### src/hdl/swst_pkg.sv
// swst_pkg: shared types and constants of the sliding window slot tracker
// no dependencies; imported by sliding_window_slot_tracker_top

package swst_pkg;

	// width of the window size register and of the modulo remainder
	localparam int WIN_W = 5;

	// sequence bits folded into the remainder per modulo step
	localparam int DIGIT_BITS = 4;

	// register index decode on paddr[2]
	localparam logic REG_WINDOW = 1'b0;

	// request codes
	localparam logic REQ_ADD    = 1'b0;
	localparam logic REQ_REMOVE = 1'b1;

	typedef enum logic [2:0] {
		ST_IDLE,
		ST_MOD,
		ST_APPLY,
		ST_WALK,
		ST_RESULT
	} swst_state_t;

endpackage

### src/hdl/sliding_window_slot_tracker_top.sv
// sliding_window_slot_tracker_top: slot table, counters and sequencer of the tracker
// one item at a time, the next is taken in the cycle after the result is loaded.
// the modulo unit folds 4 sequence bits per cycle, and when a remove of the lowest
// sequence walks the table, the walk checks one slot per cycle.
// reset: window size 16, highest = 15, lowest = current = 0, all slots invalid.

module sliding_window_slot_tracker_top
	import swst_pkg::*;
#(
	parameter int MAX_WINDOW = 16,
	parameter int SEQ_BITS   = 32
) (
	input  logic        clk,
	input  logic        arst_n,
	// configuration port
	input  logic        psel,
	input  logic        penable,
	input  logic        pwrite,
	input  logic [2:0]  paddr,
	input  logic [31:0] pwdata,
	output logic [31:0] prdata,
	output logic        pready,
	// request channel
	input  logic        in_valid,
	output logic        in_stall,
	input  logic        req_type,
	input  logic [31:0] seq_num,
	// result channel
	output logic        out_valid,
	input  logic        out_stall,
	output logic        removed,
	output logic [31:0] lowest_seq,
	output logic [31:0] highest_seq,
	output logic [31:0] current_seq
);

	// the 5-bit window register never asks for more than 31 slots
	localparam int SLOTS     = (MAX_WINDOW < 31) ? MAX_WINDOW : 31;
	localparam int IDX_W     = (SLOTS > 1) ? $clog2(SLOTS) : 1;
	localparam int RESET_WIN = (SLOTS < 16) ? SLOTS : 16;
	localparam int STEPS     = (SEQ_BITS + DIGIT_BITS - 1) / DIGIT_BITS;
	localparam int PAD_W     = STEPS * DIGIT_BITS;
	localparam int CNT_W     = ($clog2(STEPS + 1) > WIN_W + 1) ? $clog2(STEPS + 1) : WIN_W + 1;
	localparam logic [SEQ_BITS-1:0] SEQ_MAX = '1;

	swst_state_t state_q, state_d;

	// control state
	logic [WIN_W-1:0]    win_q;
	logic [SEQ_BITS-1:0] highest_q;
	logic [SEQ_BITS-1:0] lowest_q;
	logic [SEQ_BITS-1:0] current_q;
	logic [SLOTS-1:0]    valid_q;
	logic                out_valid_q;

	// item working registers
	logic                req_q;
	logic [SEQ_BITS-1:0] seq_q;
	logic [PAD_W-1:0]    mod_sh_q;
	logic [WIN_W-1:0]    rem_q;
	logic [CNT_W-1:0]    cnt_q;
	logic [IDX_W-1:0]    widx_q;
	logic                rm_q;
	logic [SEQ_BITS-1:0] tag_q [SLOTS];

	// result registers
	logic                removed_q;
	logic [31:0]         lowest_out_q;
	logic [31:0]         highest_out_q;
	logic [31:0]         current_out_q;

	logic                cfg_wr;
	logic [WIN_W-1:0]    cfg_raw;
	logic [WIN_W-1:0]    cfg_win;
	logic [SEQ_BITS-1:0] seq_in;
	logic [WIN_W-1:0]    rem_next;
	logic [DIGIT_BITS-1:0] digit;
	logic [WIN_W:0]      trial;
	logic [IDX_W-1:0]    idx;
	logic                rm_hit;
	logic                walk_end;
	logic                valid_w;
	logic                walk_stop;
	logic [SEQ_BITS-1:0] cmp_a;
	logic                cmp_gt;
	logic [SEQ_BITS-1:0] inc_in;
	logic [SEQ_BITS-1:0] inc_out;
	logic [WIN_W-1:0]    widx_inc;
	logic [IDX_W-1:0]    widx_next;
	logic                out_load;

	// configuration port
	assign pready  = 1'b1;
	assign cfg_wr  = psel && penable && pwrite && (paddr[2] == REG_WINDOW);
	assign cfg_raw = pwdata[WIN_W-1:0];
	assign prdata  = (paddr[2] == REG_WINDOW) ? 32'(win_q) : '0;

	always_comb begin
		if (cfg_raw == '0) begin
			cfg_win = WIN_W'(1);
		end else if (cfg_raw > WIN_W'(SLOTS)) begin
			cfg_win = WIN_W'(SLOTS);
		end else begin
			cfg_win = cfg_raw;
		end
	end

	assign seq_in = SEQ_BITS'(seq_num);

	// modulo step: fold one digit into the remainder, compare and subtract per bit
	assign digit = mod_sh_q[PAD_W-1 -: DIGIT_BITS];

	always_comb begin
		rem_next = rem_q;
		trial    = '0;
		for (int k = DIGIT_BITS - 1; k >= 0; k--) begin
			trial = {rem_next, digit[k]};
			if (trial >= {1'b0, win_q}) begin
				trial = trial - {1'b0, win_q};
			end
			rem_next = trial[WIN_W-1:0];
		end
	end

	assign idx    = rem_q[IDX_W-1:0];
	assign rm_hit = (req_q == REQ_REMOVE) && valid_q[idx] && (tag_q[idx] == seq_q);

	// walk controls
	assign walk_end  = (cnt_q == CNT_W'(win_q));
	assign valid_w   = valid_q[widx_q];
	assign widx_inc  = WIN_W'(widx_q) + WIN_W'(1);
	assign widx_next = (widx_inc == win_q) ? '0 : widx_inc[IDX_W-1:0];

	// shared compare and saturating increment
	assign cmp_a   = (state_q == ST_WALK) ? lowest_q : seq_q;
	assign cmp_gt  = cmp_a > highest_q;

	always_comb begin
		if (state_q == ST_APPLY) begin
			inc_in = current_q;
		end else if (walk_end) begin
			inc_in = highest_q;
		end else begin
			inc_in = lowest_q;
		end
	end

	assign inc_out   = (inc_in == SEQ_MAX) ? SEQ_MAX : inc_in + SEQ_BITS'(1);
	assign walk_stop = walk_end || cmp_gt || valid_w || (lowest_q == SEQ_MAX);

	// sequencer
	always_ff @(posedge clk or negedge arst_n) begin
		if (!arst_n) begin
			state_q <= ST_IDLE;
		end else begin
			state_q <= state_d;
		end
	end

	always_comb begin
		state_d  = state_q;
		in_stall = 1'b1;
		out_load = 1'b0;
		unique case (state_q)
			ST_IDLE: begin
				in_stall = 1'b0;
				if (in_valid) begin
					state_d = ST_MOD;
				end
			end
			ST_MOD: begin
				if (cnt_q == '0) begin
					state_d = ST_APPLY;
				end
			end
			ST_APPLY: begin
				if (rm_hit && (seq_q == lowest_q)) begin
					state_d = ST_WALK;
				end else begin
					state_d = ST_RESULT;
				end
			end
			ST_WALK: begin
				if (walk_stop) begin
					state_d = ST_RESULT;
				end
			end
			ST_RESULT: begin
				if (!out_valid_q || !out_stall) begin
					out_load = 1'b1;
					state_d  = ST_IDLE;
				end
			end
			default: begin
				state_d = ST_IDLE;
			end
		endcase
	end

	// window, counters, valid bits and result valid
	always_ff @(posedge clk or negedge arst_n) begin
		if (!arst_n) begin
			win_q       <= WIN_W'(RESET_WIN);
			highest_q   <= SEQ_BITS'(RESET_WIN - 1);
			lowest_q    <= '0;
			current_q   <= '0;
			valid_q     <= '0;
			out_valid_q <= 1'b0;
		end else begin
			out_valid_q <= out_load || (out_valid_q && out_stall);
			if (cfg_wr) begin
				win_q     <= cfg_win;
				highest_q <= SEQ_BITS'(cfg_win) - SEQ_BITS'(1);
				lowest_q  <= '0;
				current_q <= '0;
				valid_q   <= '0;
			end else if (state_q == ST_APPLY) begin
				if (req_q == REQ_ADD) begin
					valid_q[idx] <= 1'b1;
					if (cmp_gt) begin
						highest_q <= seq_q;
					end
					if (seq_q == current_q) begin
						current_q <= inc_out;
					end
				end else if (rm_hit) begin
					valid_q[idx] <= 1'b0;
				end
			end else if (state_q == ST_WALK) begin
				// a full lap over free slots jumps straight past highest
				if (walk_end) begin
					if (!cmp_gt && !valid_w) begin
						lowest_q <= inc_out;
					end
				end else if (!walk_stop) begin
					lowest_q <= inc_out;
				end
			end
		end
	end

	// item working registers, tags and result payload
	always_ff @(posedge clk) begin
		unique case (state_q)
			ST_IDLE: begin
				if (in_valid) begin
					req_q    <= req_type;
					seq_q    <= seq_in;
					mod_sh_q <= PAD_W'(seq_in);
					rem_q    <= '0;
					cnt_q    <= CNT_W'(STEPS - 1);
				end
			end
			ST_MOD: begin
				rem_q    <= rem_next;
				mod_sh_q <= mod_sh_q << DIGIT_BITS;
				cnt_q    <= cnt_q - CNT_W'(1);
			end
			ST_APPLY: begin
				if (req_q == REQ_ADD) begin
					tag_q[idx] <= seq_q;
				end
				rm_q   <= rm_hit;
				widx_q <= idx;
				cnt_q  <= '0;
			end
			ST_WALK: begin
				if (!walk_stop) begin
					widx_q <= widx_next;
					cnt_q  <= cnt_q + CNT_W'(1);
				end
			end
			ST_RESULT: begin
				if (out_load) begin
					removed_q     <= rm_q;
					lowest_out_q  <= 32'(lowest_q);
					highest_out_q <= 32'(highest_q);
					current_out_q <= 32'(current_q);
				end
			end
			default: begin
			end
		endcase
	end

	assign out_valid   = out_valid_q;
	assign removed     = removed_q;
	assign lowest_seq  = lowest_out_q;
	assign highest_seq = highest_out_q;
	assign current_seq = current_out_q;

	// lowest never runs more than one past highest
	a_lowest_bound: assert property (@(posedge clk) disable iff (!arst_n)
		{1'b0, lowest_q} <= ({1'b0, highest_q} + (SEQ_BITS + 1)'(1)))
		else $error("lowest counter passed highest plus one");

	// remainder stays inside the window while folding
	a_rem_range: assert property (@(posedge clk) disable iff (!arst_n)
		(state_q == ST_MOD) |-> (rem_q < win_q))
		else $error("modulo remainder out of range");

	// the walk never visits more slots than the window holds
	a_walk_len: assert property (@(posedge clk) disable iff (!arst_n)
		(state_q == ST_WALK) |-> (cnt_q <= CNT_W'(win_q)))
		else $error("walk ran past the window");

endmodule

### config.mk
export PLATFORM = sky130hd
export DESIGN_NAME = sliding_window_slot_tracker_top
export DESIGN_NICKNAME = d
export VERILOG_FILES = /design/src/hdl/swst_pkg.sv /design/src/hdl/sliding_window_slot_tracker_top.sv
export SDC_FILE = /design/constraint.sdc
export NUM_CORES = 1
export LEC_CHECK = 0
export BUFFER_PORTS_ARGS = -buffer_cell sky130_fd_sc_hd__clkbuf_2
export CAP_MARGIN = 5
export CORE_UTILIZATION = 23
export DETAILED_ROUTE_END_ITERATION = 8
export SYNTH_ARGS = -nofsm -noshare
export SYNTH_HDL_FRONTEND = slang
export SYNTH_SLANG_ARGS = --single-unit
export TNS_END_PERCENT = 1
### constraint.sdc
create_clock -name clk -period 14.9 [get_ports clk]
set_input_delay 2.235 -clock clk [delete_from_list [all_inputs] [get_ports clk]]
set_output_delay 2.235 -clock clk [all_outputs]
set_load 0.1 [all_outputs]
Word-level counts from Yosys, hierarchy flattened
Memory sizes are Yosys's and may differ from the RTL's. A register that Yosys moved wholly into a read port is not among the register bits.
Cells that the tools add are included.

storage, ports and cells
  register bits after elaboration = 299
  bits in latches = 0
  RAM bits = 512
  ROM bits = 0
  bits of input ports = 75
  output and inout port bits = 132
  logic and storage cells = 158
  memories = 1

cells by class
  add/sub/neg operators = 9
  $mul = 0
  div/mod/pow operators = 0
  order comparisons = 9
  eq/ne operators = 21
  shift-type cells = 0
  muxes and demuxes = 58
  bitwise gates (word level) = 4
  reductions and logical operators = 38

memories
  memory  words  width  read ports  clocked after memory_dff  wr ports  RTL line                               text
  tag_q   16     32     1           1                         1         sliding_window_slot_tracker_top.sv:64  logic [SEQ_BITS-1:0] tag_q [SLOTS];

operators with widths
  kind                                                                  number
  32-bit two-way mux                                                    19
  32-bit == test                                                        3
  32-bit == test, second input constant                                 2
  16-bit two-way mux                                                    4
  32-bit case mux with 2 select lines                                   1
  5-bit two-way mux                                                     8
  32-bit by 1-bit adder with 32-bit output, second input constant       1
  32-bit greater-than comparator                                        1
  6-bit by 5-bit >= comparator with 1-bit output                        4
  6-bit case mux with 4 select lines                                    1
  5-bit subtractor                                                      4
  16-bit bitwise AND                                                    1
  16-bit NOT                                                            1
  16-bit bitwise OR                                                     1
  3-bit two-way mux                                                     5
  3-bit case mux with 5 select lines                                    1
  4-bit two-way mux                                                     3
  6-bit two-way mux                                                     2
  2-bit inequality test, second input constant                          6
  2-bit nonzero test                                                    6
  4-bit by 5-bit < comparator with 1-bit output, second input constant  2
  5-bit case mux with 2 select lines                                    1
  2-bit AND reduction                                                   5
  1-bit logical AND                                                     9
  28 further kinds                                                      48

Depth between registers and ports, before layout
Gate-level depths: netlist of run 1.

  word-level depth = 11
  gate-level depth with buffers = 33
  depth with buffers taken out = 33

Least setup slack after synthesis of run 1
No wires, ideal clock.

  kind = input -> register
  from = in out_stall
  to = reg current_out_q[0] (netlist: current_seq[0]) (enable)
  library setup time = 584 ps
  arrival time = 6818 ps
  required time = 14316 ps
  setup slack = 7498 ps
  stages on the path = 1
  path buffers = 0
  cells stage by stage = a21oi_1

on the way
  cells in the longest elaborated chain, start to end = 5

ends and longest elaborated chain
  what                           RTL line                                text
  from (decl)                    sliding_window_slot_tracker_top.sv:30   input logic out_stall,
  1-bit zero test                sliding_window_slot_tracker_top.sv:189  if (!out_valid_q || !out_stall) begin
  1-bit logical OR               sliding_window_slot_tracker_top.sv:189
  1-bit two-way mux              sliding_window_slot_tracker_top.sv:189
  1-bit two-way mux              sliding_window_slot_tracker_top.sv:164  unique case (state_q)
  2-bit AND reduction (no line)  --
  to (signal assigned)           sliding_window_slot_tracker_top.sv:278  current_out_q <= 32'(current_q);
  to (decl)                      sliding_window_slot_tracker_top.sv:70   logic [31:0] current_out_q;

Every way passes these cells.
A chain may end at the register's enable or synchronous reset.

Worst setup path in the final report of run 1
  from = reg win_q[1]
  to = reg rem_q[2] (data pin)

on the way
  cells in the longest elaborated chain, start to end = 9
  elaborated cells on any way between the ends = 13
  classes of those cells = 4 x add/sub; 4 x order compare; 5 x mux

ends and longest elaborated chain
  what                                                                                       RTL line                                                                        text
  from (decl)                                                                                sliding_window_slot_tracker_top.sv:49                                           logic [WIN_W-1:0] win_q;
  from (signal assigned)                                                                     sliding_window_slot_tracker_top.sv:203                                          win_q <= WIN_W'(RESET_WIN);
  from (signal assigned)                                                                     sliding_window_slot_tracker_top.sv:212                                          win_q <= cfg_win;
  5-bit subtractor / 6-bit by 5-bit >= comparator with 1-bit output (equally long branches)  sliding_window_slot_tracker_top.sv:119, sliding_window_slot_tracker_top.sv:118
  5-bit two-way mux                                                                          sliding_window_slot_tracker_top.sv:118                                          if (trial >= {1'b0, win_q}) begin
  5-bit subtractor / 6-bit by 5-bit >= comparator with 1-bit output (equally long branches)  sliding_window_slot_tracker_top.sv:119, sliding_window_slot_tracker_top.sv:118
  5-bit two-way mux                                                                          sliding_window_slot_tracker_top.sv:118
  5-bit subtractor / 6-bit by 5-bit >= comparator with 1-bit output (equally long branches)  sliding_window_slot_tracker_top.sv:119, sliding_window_slot_tracker_top.sv:118
  5-bit two-way mux                                                                          sliding_window_slot_tracker_top.sv:118
  6-bit by 5-bit >= comparator with 1-bit output / 5-bit subtractor (equally long branches)  sliding_window_slot_tracker_top.sv:118, sliding_window_slot_tracker_top.sv:119
  5-bit two-way mux (*)                                                                      sliding_window_slot_tracker_top.sv:118
  5-bit case mux with 2 select lines (*)                                                     sliding_window_slot_tracker_top.sv:244                                          unique case (state_q)
  to (signal assigned)                                                                       sliding_window_slot_tracker_top.sv:255                                          rem_q <= rem_next;
  to (decl)                                                                                  sliding_window_slot_tracker_top.sv:60                                           logic [WIN_W-1:0] rem_q;

Mark *: on every way between the ends. The rest lies on a longest branch, timed or not.

==> run summary, run 1 <==
The total clock buffers created by CTS is 82. The count of inserted antenna diode cells came out at 0. The tool flagged a number of max-cap violations equal to 0. Among all flip-flop cells after synthesis, the most frequent one is edfxtp_1.

The initial antenna violation count is 11. The cell count after synthesis is 2716. The post-synthesis area per instance came out at 13.7 um^2. The min-delay analysis places its worst path in the category flop to flop. The number of hold-slack violations in the final timing report came to 0. The cell count of the worst reg-to-reg path is 28.

The area added between synthesis and finish is 16.2%. The required time of the critical path is 15.33 ns. The routed via count came out at 23700. The post-cts hold buffer count is 0.

Counting instances, the worst hold path has a depth of 2. The final cell count without fillers is 5087. The maximum fanout along the worst path is 9. The synthesized design devotes to its leading area cell type 55.6% of total area. The share of async-settable or async-resettable flops after synthesis came out at 14.8%.

The clock period minus worst slack came out at 7.69 ns. The final routed wirelength across all metal layers is 110 mm. The worst setup path category is flop to flop. The worst slew margin relative to its limit is 26.3%. The die covers 164000 um^2.

Ranked by total cell area, the synthesized netlist is headed by edfxtp_1 56%, dfrtp_1 7.8%, mux4_2 5.6%. The cell leakage power is 15.2 nW. The count of flip-flops with a built-in enable after synthesis came out at 690. Pin placement for this block handled 207 I/O pins. The later-pin clock latency in the skew report is 0.70 ns. In the routed layout, each cell is associated on average with a via count of 4.67. The initial utilization of the core area, before any placement, comes to 23.2%. The global-route wire length before repair is 161 mm. The deepest clock path buffer count came out at 3. The cell that appears most often on the critical path is a21oi_1. The longest individual stage delay on the worst path came out at 0.71 ns.

After clock tree synthesis, the repair step resized 0 gates. The vertical die dimension is 405 um. The post-route DRC violation count came out at 0. Summed over all failing endpoints, the final setup total negative slack is 0 ns.

The post-route clock skew is 0.0531 ns. For this run, the number of Yosys warnings is 0. After detailed placement, the design holds a cell count of 4936. The number of clock sinks seen by CTS came out at 815. At the pin with the least slew margin, the transition time is 1.10 ns.

The mapped netlist covers 37300 um^2. The run finished with clean final reports. The total routing resource utilization after global routing came out at 13.2%. The number of fill cells came out at 16400.

The die width is 405 um. The worst-case setup slack after placement is 7.22 ns. The detailed-route wire length per cell came out at 21.6 um. The maximum ir drop on the vdd rail is 0.174 mV.

The number of flip-flops and latches in the synthesized netlist is 815. The core footprint is 161000 um^2. The remaining number of nets flagged by the antenna check after routing came out at 0.

The layout net count came out at 2999. The pin count of the biggest net entering global routing came out at 96. The sequential share of the synthesized area came out at 63.9%. Of all cell types, the one taking the most synthesized area is edfxtp_1. In this run the tool buffered the top-level ports with 149 buffer cells. The number of H-tree levels came out at 3.

The number of library cell types mapped by synthesis is 94. The number of buffers inserted to repair setup after CTS is 0. The floorplan row count came out at 147.

The slowest stage of the critical path is the dfrtp_1 cell. The critical path arrival is 8.12 ns. The via count of the first global-routing pass is 23300. The maximum achievable frequency came out at 130 MHz.

TritonCTS built the clock tree. The share of the core filled with cells in the final layout came out at 26.9%. The weighted congestion reported at the end of routability-driven placement came out at 0.886. The startpoint type of the worst setup path is a flop. The fraction of the cycle the final worst path needs came out at 51.6%. The final max-slew violation count came out at 0.

The half-perimeter wire length of the detailed placement result is 72.0 mm. The detailed router finished its first iteration with 2694 violations. In this run the clock root is driven by a clkbuf_16. STA classifies the critical path endpoint as a flop. The remaining global-route overflow came out at 0.

The fraction of final layout cells sized beyond drive strength 1 came out at 17.3%. After clock tree synthesis, the clock-pin slew on the worst setup and hold paths is 0.07 ns. The setup violation total in the final timing report came out at 0. Setup repair after global routing left no endpoint under its margin. The final worst slack came out at 7.21 ns. The first detailed-routing pass took 6 iterations.

The total power density per cell area is 184 nW/um^2.
## path summary, 6_finish.rpt
check	startpoint	endpoint	slack (ns)
max reg2reg	win_q[1]	rem_q[2]	7.21
min in group asynchronous	arst_n	current_q[3]	1.58
min	mod_sh_q[10]	mod_sh_q[14]	0.51
min reg2reg	mod_sh_q[10]	mod_sh_q[14]	0.51
max	win_q[1]	rem_q[2]	7.21
max in group asynchronous	arst_n	highest_q[21]	12.08
## metal layers
metal,track usage (%),vias to the layer above,wire (um)
met5,0,-,13
met4,3.64,2,2700
met3,2.57,192,8650
met2,20.5,1037,49400
met1,18.7,12000,49300
li1,-,10500,-
## cell usage in the layout, fill, tap and decap left out, types with 30 or more instances in the layout
master	synthesis	layout
inv_1	70	58
nand3_1	30	30
dfrtp_1	116	116
nand4_1	45	45
o21ai_0	80	80
xor2_1	84	84
xnor2_1	67	67
a22oi_1	37	36
mux2i_1	150	150
nand2_1	291	291
a21oi_1	172	171
mux4_2	92	92
buf_4	37	79
clkbuf_2	0	148
nor2_1	144	137
edfxtp_1	690	690
a211oi_1	33	33
clkbuf_16	0	84
ha_1	59	59
## metrics by stage
step | total power, W | hold slack (ns) | instance area (um^2)
detailed placement | 0.00591 | 0.500 | 40600
global route | 0.00843 | 0.539 | 43300
finish | 0.00798 | 0.511 | 43300
CTS | 0.00804 | 0.518 | 43300
floorplan | 0.00514 | 0.400 | 37400
global placement | 0.00589 | 0.489 | 40600
## power breakdown
| part | internal (W) | switching, W | total [W] |
|---|---|---|---|
| Clock | 0.00119 | 0.000932 | 0.00212 |
| Sequential | 0.00274 | 0.000314 | 0.00306 |
| Combinational | 0.00118 | 0.00162 | 0.00280 |
## cells in the mapped netlist, types with 4 or more instances
master       n
nor2_1     144
dfstp_2      5
xnor2_1     67
nand2_1    291
or4_1        5
nand3b_1     5
edfxtp_1   690
clkbuf_1   108
mux2_2      12
mux2i_1    150
a31oi_1     28
and2_1      14
dfrtp_1    116
fa_1         5
nand2b_1    17
o21a_1       4
a21oi_1    172
xor2_1      84
a22o_1      10
o22ai_1      4
nand4_1     45
o31ai_1     16
dfxtp_1      4
nor4_1      21
a2bb2oi_1    6
a221oi_1     7
o21bai_1     4
buf_6        4
o211ai_1    16
a22oi_1     37
and3_1      22
nor3_1      27
mux4_2      92
ha_1        59
a211oi_1    33
a21boi_0     5
nor2b_1     22
a21o_1      16
inv_1       70
buf_2       38
o21ai_0     80
or3_1        6
buf_1        8
nand3_1     30
buf_4       37
## state kept, by name, indices dropped and copies added (netlist names), 16 cells and up, named ones only
signal       flops
lowest_q        32
current_seq     32
highest_seq     32
current_q       32
seq_q           32
mod_sh_q        32
tag_q          512
lowest_seq      32
valid_q         16
highest_q       32
## layout make-up
class                   instances  area (um^2)  area share (%)
clock inverters                55          579            1.34
multi-input cells            1659        12400            28.6
repair buffers                229         1370            3.15
flip-flops and latches        815        23800            55.1
well taps                    2160         2700            6.24
clock buffers                  96         2150            4.96
inverters                      73          277           0.638
## critical path: cells and delay by family, from the launching register on
kind	cells	cell delay, ns
AOI/OAI and AO/OA	11	2.09
adders and majority gates	4	1.75
buffers and inverters	2	0.41
DFF	1	0.71
muxes	4	1.56
and+or+nand+nor	7	0.91
## logic make-up after synthesis
kind of cell / count (synthesis) / synth area share, %
flip-flops: 815 / 63.9
AND/OR/NAND/NOR: 681 / 8.72
AO/OA/AOI/OAI: 479 / 8.19
buffers and inverters: 268 / 3.29
multiplexers: 254 / 9.95
XOR/XNOR: 153 / 3.64
adder cells (fa/ha/maj): 64 / 2.25
other: 2 / 0.0201
Power figures use the tool's default switching activity.
==> inputs of run 2 (changes only) <==
==> constraint.sdc (replaced) <==
create_clock -name clk -period 7.6 [get_ports clk]
set_input_delay 1.14 -clock clk [delete_from_list [all_inputs] [get_ports clk]]
set_output_delay 1.14 -clock clk [all_outputs]
set_load 0.1 [all_outputs]
==> run 2 against run 1 <==
Utilization barely moved. Die area did not move. Non-clock buffer count rose by 9. Fmax rose by 11%. First-iteration DRC count fell by 9.9%. Flip-flop and latch count did not move. Via count rose by 2.3%. Critical endpoint is now rem_q[0]. Largest power group unchanged.
==> run summary, run 2 (synthesis results as in run 1) <==
The number of H-tree levels is 3 (unchanged). The area added between synthesis and finish came out at 16.3%. More flip-flops sit in one register than any other, and that register is tag_q.

The remaining global-route overflow was 0 (unchanged). The accumulated negative setup slack was 0 ns (unchanged). The max-capacitance violation count is 0 (unchanged).

The library cell used most frequently in the layout, excluding fill and tap cells, is edfxtp_1. The critical path arrival was 7.34 ns (-0.78 ns). The maximum achievable frequency was 144 MHz (+11%). The total routing resource utilization after global routing is 13.6% (+0.35 points). The total clock buffers created by CTS is 81 (-1.2%). The weighted congestion reported at the end of routability-driven placement came to 0.903 (+1.9%). The vertical die dimension is 405 um (unchanged). The later-pin clock latency in the skew report was 0.69 ns (about the same). The via count of the first global-routing pass came out at 23700 (+1.6%).

The number of port buffers came out at 149 (unchanged). The final worst slack came to 0.670 ns (-6.54 ns). The worst hold margin is 0.473 ns (-0.0376 ns). The final cell count without fillers is 5092 (+0.098%). The floorplan row count came out at 147 (unchanged). The slowest stage of the critical path is the fa_1 cell. The deepest clock path buffer count came out at 3 (unchanged). The half-perimeter wire length of the detailed placement result came out at 75.0 mm (+4.2%). The pin count of the biggest net entering global routing came out at 76 (-21%). The number of hold-slack violations in the final timing report came to 0 (unchanged). The cell repeated most along the worst path is a21oi_1. The longest individual stage delay on the worst path came out at 0.45 ns (-0.26 ns). The post-detailed-route via-to-cell ratio came out at 4.77 (+2.2%). The run finished with clean final reports. The critical path is of the flop to flop type. The fraction of final layout cells sized beyond drive strength 1 is 17.6% (+0.39 points). The root buffer cell chosen for the clock tree is clkbuf_16.

The number of buffers inserted to repair setup after CTS was 0 (unchanged). In the layout the commonest cells are 690 x edfxtp_1, 291 x nand2_1, 171 x a21oi_1. The final routed wirelength across all metal layers came out at 113 mm (+2.8%). The total power density per cell area came out at 363 nW/um^2 (+97%). The share of the core filled with cells in the final layout is 27.0% (+0.028 points). The transition time at the pin with the least slew margin came to 1.07 ns (-0.0278 ns).

The setup violation total in the final timing report came out at 0 (unchanged). The maximum ir drop on the vdd rail came out at 0.312 mV (+79%). The die width came out at 405 um (unchanged). The core footprint was 161000 um^2 (unchanged).

The cell leakage power was 15.3 nW (+0.26%). The number of flip-flops under the largest register name came out at 512 (unchanged). The initial antenna violation count came to 10 (-1).

The routed via count is 24300 (+2.3%). The final max-slew violation count is 0 (unchanged). The remaining number of nets flagged by the antenna check after routing is 0 (unchanged). The number of DRC markers in iteration 0 came out at 2428 (-9.9%). The post-route clock skew is 0.0347 ns (-0.0184 ns). The clock period minus worst slack came out at 6.93 ns (-0.756 ns). The count of boundary I/O pins is 207 (unchanged).

The starting utilization of the core area came out at 23.2% (unchanged). The worst slew margin relative to its limit came out at 28.6% (+2.2 points). The total instance count after detailed placement came out at 4945 (+0.18%).

The worst-case setup slack after placement came out at 0.670 ns (-6.55 ns). The detailed-route wire length per cell came out at 22.2 um (+2.7%). The maximum fanout along the worst path came out at 9 (unchanged). The tightest min-delay check is of the input port to asynchronous set/reset pin type. The number of clock sinks seen by CTS is 815 (unchanged).

Setup repair after global routing left no endpoint under its margin. The required time of the critical path was 8.01 ns (-7.32 ns). The layout net count is 3007 (+0.27%). TritonCTS built the clock tree. The fraction of the cycle the final worst path needs is 91.2% (+40 points). The global-route wire length before repair came to 164 mm (+2.2%). The post-route DRC violation count is 0 (unchanged). The kind of end point of the critical path is a flop. The full die area is 164000 um^2 (unchanged). The register clock-pin slew on the reported worst setup and hold paths is 0.06 ns (about the same).

The worst setup path is launched from a flop. The iteration count of the initial detailed-routing pass is 5 (-1).
[run 2: changes by cell type in the layout (fill, tap and decap cells not counted), sizes merged]
cell / delta
buf: +9
clkinv: -6
clkbuf: +2
clkinvlp: -1
diode: +1
[run 2: worst paths after layout]
check | start | depth (start not counted) | endpoint | slack (ns)
min in group clk | highest_q[16] | 0 | highest_seq[16] | 0.49
hold reg to reg | highest_q[16] | 0 | highest_seq[16] | 0.49
setup reg to reg | mod_sh_q[31] | 30 | rem_q[0] | 0.67
max in group asynchronous | arst_n | 2 | highest_q[31] | 5.84
hold / removal | arst_n | 1 | lowest_q[4] | 0.47
setup / recovery | mod_sh_q[31] | 30 | rem_q[0] | 0.67
[run 2: repair_timing]
action	in CTS	in global routing
resized for setup	0	1
endpoints found under the setup margin	0	2
hold buffers	0	0
[run 2: cell type report]
class                   count  area [um^2]
well taps                2160         2700
diodes                      1         2.50
repair buffers            238         1420
clock inverters            48          557
clock buffers              98         2150
inverters                  73          277
fillers                 16500       117000
multi-input cells        1659        12400
flip-flops and latches    815        23800
[run 2: critical path: cells and delay by family (launching register included)]
kind / cells / cell delay [ns]
mux: 4 / 1.41
flops: 1 / 0.39
fa+ha+maj: 5 / 1.66
buf+inv: 3 / 0.31
compound gates: 11 / 1.98
simple gates: 7 / 0.90
[run 2: per-layer routing]
layer	vias up	part of all wire, %	global-route usage (%)	wire length, um
met5	-	0.011	0	13
met4	2	2.7	4.09	3100
met3	196	9.7	3.22	11000
met2	1178	43	20.2	49200
met1	12400	44	19.5	49900
li1	10500	-	-	-
[run 2: per-stage QoR]
step,total power [W],cell area [um^2]
finish,0.0157,43400
global route,0.0166,43400
CTS,0.0158,43400
detailed placement,0.0117,40600
global placement,0.0116,40600
floorplan,0.0101,37400
[run 2: power by group]
group          internal (W)  total, W  switching (W)
logic               0.00234   0.00564        0.00330
registers           0.00538   0.00596       0.000582
clock network       0.00232   0.00414        0.00182
total                0.0100    0.0157        0.00570
==> inputs of run 3 (changes only) <==
--- a/config.mk
+++ b/config.mk
@@ -7,6 +7,7 @@
 export LEC_CHECK = 0
 export BUFFER_PORTS_ARGS = -buffer_cell sky130_fd_sc_hd__clkbuf_2
 export CAP_MARGIN = 5
+export CORE_MARGIN = 2
 export CORE_UTILIZATION = 23
 export DETAILED_ROUTE_END_ITERATION = 8
 export SYNTH_ARGS = -nofsm -noshare
==> run 3 against run 2 <==
Utilization up 0.075 points. Register-to-register slack about the same. Sequential share of layout area decreased by 0.15 points. Total power increased by 0.65%. Final cell count grew 0.26%. Setup slack improved by 0.00098 ns. Global-route usage is essentially flat. Highest routed layer unchanged. Fmax about the same. Largest power group unchanged.
==> run summary, run 3 (synthesis results as in run 1) <==
The total clock buffers created by CTS came out at 83 (+2.5%). TritonCTS built the clock tree. The fraction of the cycle the final worst path needs is 91.2% (about the same). The floorplan row count came to 147 (unchanged). The number of DRC markers in iteration 0 came to 2763 (+14%). The setup violation total in the final timing report came to 0 (unchanged). The worst slew margin relative to its limit came out at 27.6% (-0.93 points). The cell leakage power came out at 15.4 nW (+0.71%). The post-route DRC violation count is 0 (unchanged). The post-cts hold buffer count was 0 (unchanged). Compared with the post-synthesis result, the final layout area differs by 16.6%. The remaining global-route overflow was 0 (unchanged).

The longest individual stage delay on the worst path came to 0.44 ns (about the same). The fraction of final layout cells sized beyond drive strength 1 is 17.7% (+0.064 points). The core footprint came out at 161000 um^2 (unchanged).

The half-perimeter wire length of the detailed placement result is 76.3 mm (+1.7%). The post-route clock skew came out at 0.0307 ns (-0.00399 ns). The final max-slew violation count came to 0 (unchanged).

The maximum achievable frequency is 144 MHz (about the same). The number of flip-flops under the largest register name came out at 512 (unchanged). The starting utilization of the core area is 23.2% (unchanged).

The number of hold-slack violations in the final timing report came out at 0 (unchanged). Setup repair after global routing left no endpoint under its margin. The clock period minus worst slack came to 6.93 ns (-0.000979 ns). The startpoint identified for the worst register-to-register timing path is mod_sh_q[31]. The amount of wire on met2 after detailed routing is 50.9 mm (+3.5%).

The required time of the critical path is 8.02 ns (about the same). After detailed routing, no signal wire sits above met5. The vertical die dimension is 407 um (+0.49%).

The number of H-tree levels came to 3 (unchanged). Ranked by flip-flop count, first place goes to tag_q. The max-capacitance violation count came out at 0 (unchanged).

The pin count of the biggest net entering global routing came to 76 (unchanged). The transition time at the pin with the least slew margin is 1.08 ns (+0.00827 ns). The accumulated negative setup slack was 0 ns (unchanged). The first element of the critical path is mod_sh_q[31]. The post-detailed-route via-to-cell ratio is 4.72 (-0.95%).

The detailed-route wire length per cell was 22.5 um (+0.99%). The critical path arrival is 7.35 ns (about the same). The number of port buffers came out at 149 (unchanged). The number of resized instances in the post-cts repair step came out at 0 (unchanged). The weighted congestion reported at the end of routability-driven placement is 0.903 (about the same). STA classifies the critical path endpoint as a flop. The maximum fanout along the worst path is 5 (-4). The library cell used most frequently in the layout, excluding fill and tap cells, is edfxtp_1. The initial antenna violation count is 18 (+8). The layout net count is 3012 (+0.17%). The share of the core filled with cells in the final layout came out at 27.0% (+0.075 points). The cell that appears most often on the critical path is a21oi_1. The number of buffers inserted to repair setup after CTS came to 0 (unchanged).

The met1 wire length came out at 50.2 mm (+0.56%). The count of boundary I/O pins was 207 (unchanged). The startpoint type of the worst setup path is a flop. The iteration count of the initial detailed-routing pass came out at 6 (+1). The worst-case setup slack after placement was 0.627 ns (-0.0429 ns).

The final worst slack is 0.671 ns (+0.000979 ns). The routed via count is 24100 (-0.70%). The number of clock sinks seen by CTS is 815 (unchanged). The tree is rooted in a clkbuf_16. The flow ran to the end, and the final reports show no timing, DRC or antenna violations. The maximum ir drop on the vdd rail came out at 0.284 mV (-9.0%). The largest individual stage delay along the critical path comes from the cell fa_1. The via count of the first global-routing pass is 23100 (-2.3%). The worst setup path category is flop to flop. The global-route wire length before repair is 165 mm (+0.53%). The total routing resource utilization after global routing came out at 13.6% (+0.038 points). The total power density per cell area came out at 364 nW/um^2 (+0.37%). The library cells used most frequently in the layout, excluding fill and tap cells, are 690 x edfxtp_1, 291 x nand2_1, 171 x a21oi_1. The remaining number of nets flagged by the antenna check after routing came out at 0 (unchanged). The full die area was 165000 um^2 (+0.99%). The later-pin clock latency in the skew report was 0.69 ns (about the same). The final routed wirelength across all metal layers came to 115 mm (+1.2%). The worst hold path belongs to the class input port to asynchronous set/reset pin. The deepest clock path buffer count is 3 (unchanged).

The wire length on met3 is 10.6 mm (-3.4%). The die width came out at 407 um (+0.49%). The register clock-pin slew on the reported worst setup and hold paths is 0.06 ns (about the same).
[run 3: worst paths after layout]
check	slack [ns]	depth (start not counted)	end
setup / recovery	0.67	29	rem_q[0]
hold / removal	0.47	1	lowest_q[9]
setup reg to reg	0.67	29	rem_q[0]
hold reg to reg	0.50	0	highest_seq[16]
max in group asynchronous	5.65	2	highest_q[30]
min in group clk	0.50	0	highest_seq[16]
[run 3: metal layers]
metal | GRT usage [%] | up-vias
met2 | 20.7 | 1102
met5 | 0 | -
met1 | 19.3 | 12300
li1 | - | 10500
met4 | 4.11 | 4
met3 | 3.01 | 173
[run 3: where the power goes]
part / internal [W] / switching (W) / leakage, nW / total, W
logic: 0.00234 / 0.00324 / 6.07 / 0.00558
clock network: 0.00243 / 0.00182 / 1.37 / 0.00425
registers: 0.00538 / 0.000635 / 7.94 / 0.00602
[run 3: stage by stage]
stage,instance area [um^2],total power [W],cells,hold WS [ns]
finish,43500,0.0158,5105,0.470
global route,43500,0.0167,5104,0.503
CTS,43500,0.0160,5103,0.451
detailed placement,40700,0.0117,4948,0.478
global placement,40700,0.0116,4948,0.478
floorplan,37400,0.0101,2742,0.400
[run 3: critical path: cells and delay by family (launching register included)]
| kind | cells | cell delay [ns] |
|---|---|---|
| AO/OA/AOI/OAI | 11 | 2.12 |
| adder cells (fa/ha/maj) | 5 | 1.66 |
| multiplexers | 4 | 1.45 |
| AND/OR/NAND/NOR | 7 | 0.89 |
| flip-flops | 1 | 0.42 |
| buffers and inverters | 2 | 0.14 |
[run 3: layout make-up]
class                   instances  area, um^2
diodes                          2        5.00
clock buffers                  98        2190
clock inverters                57         627
fillers                     16400      117000
inverters                      73         277
multi-input cells            1659       12400
flip-flops and latches        815       23800
well taps                    2160        2700
repair buffers                241        1440
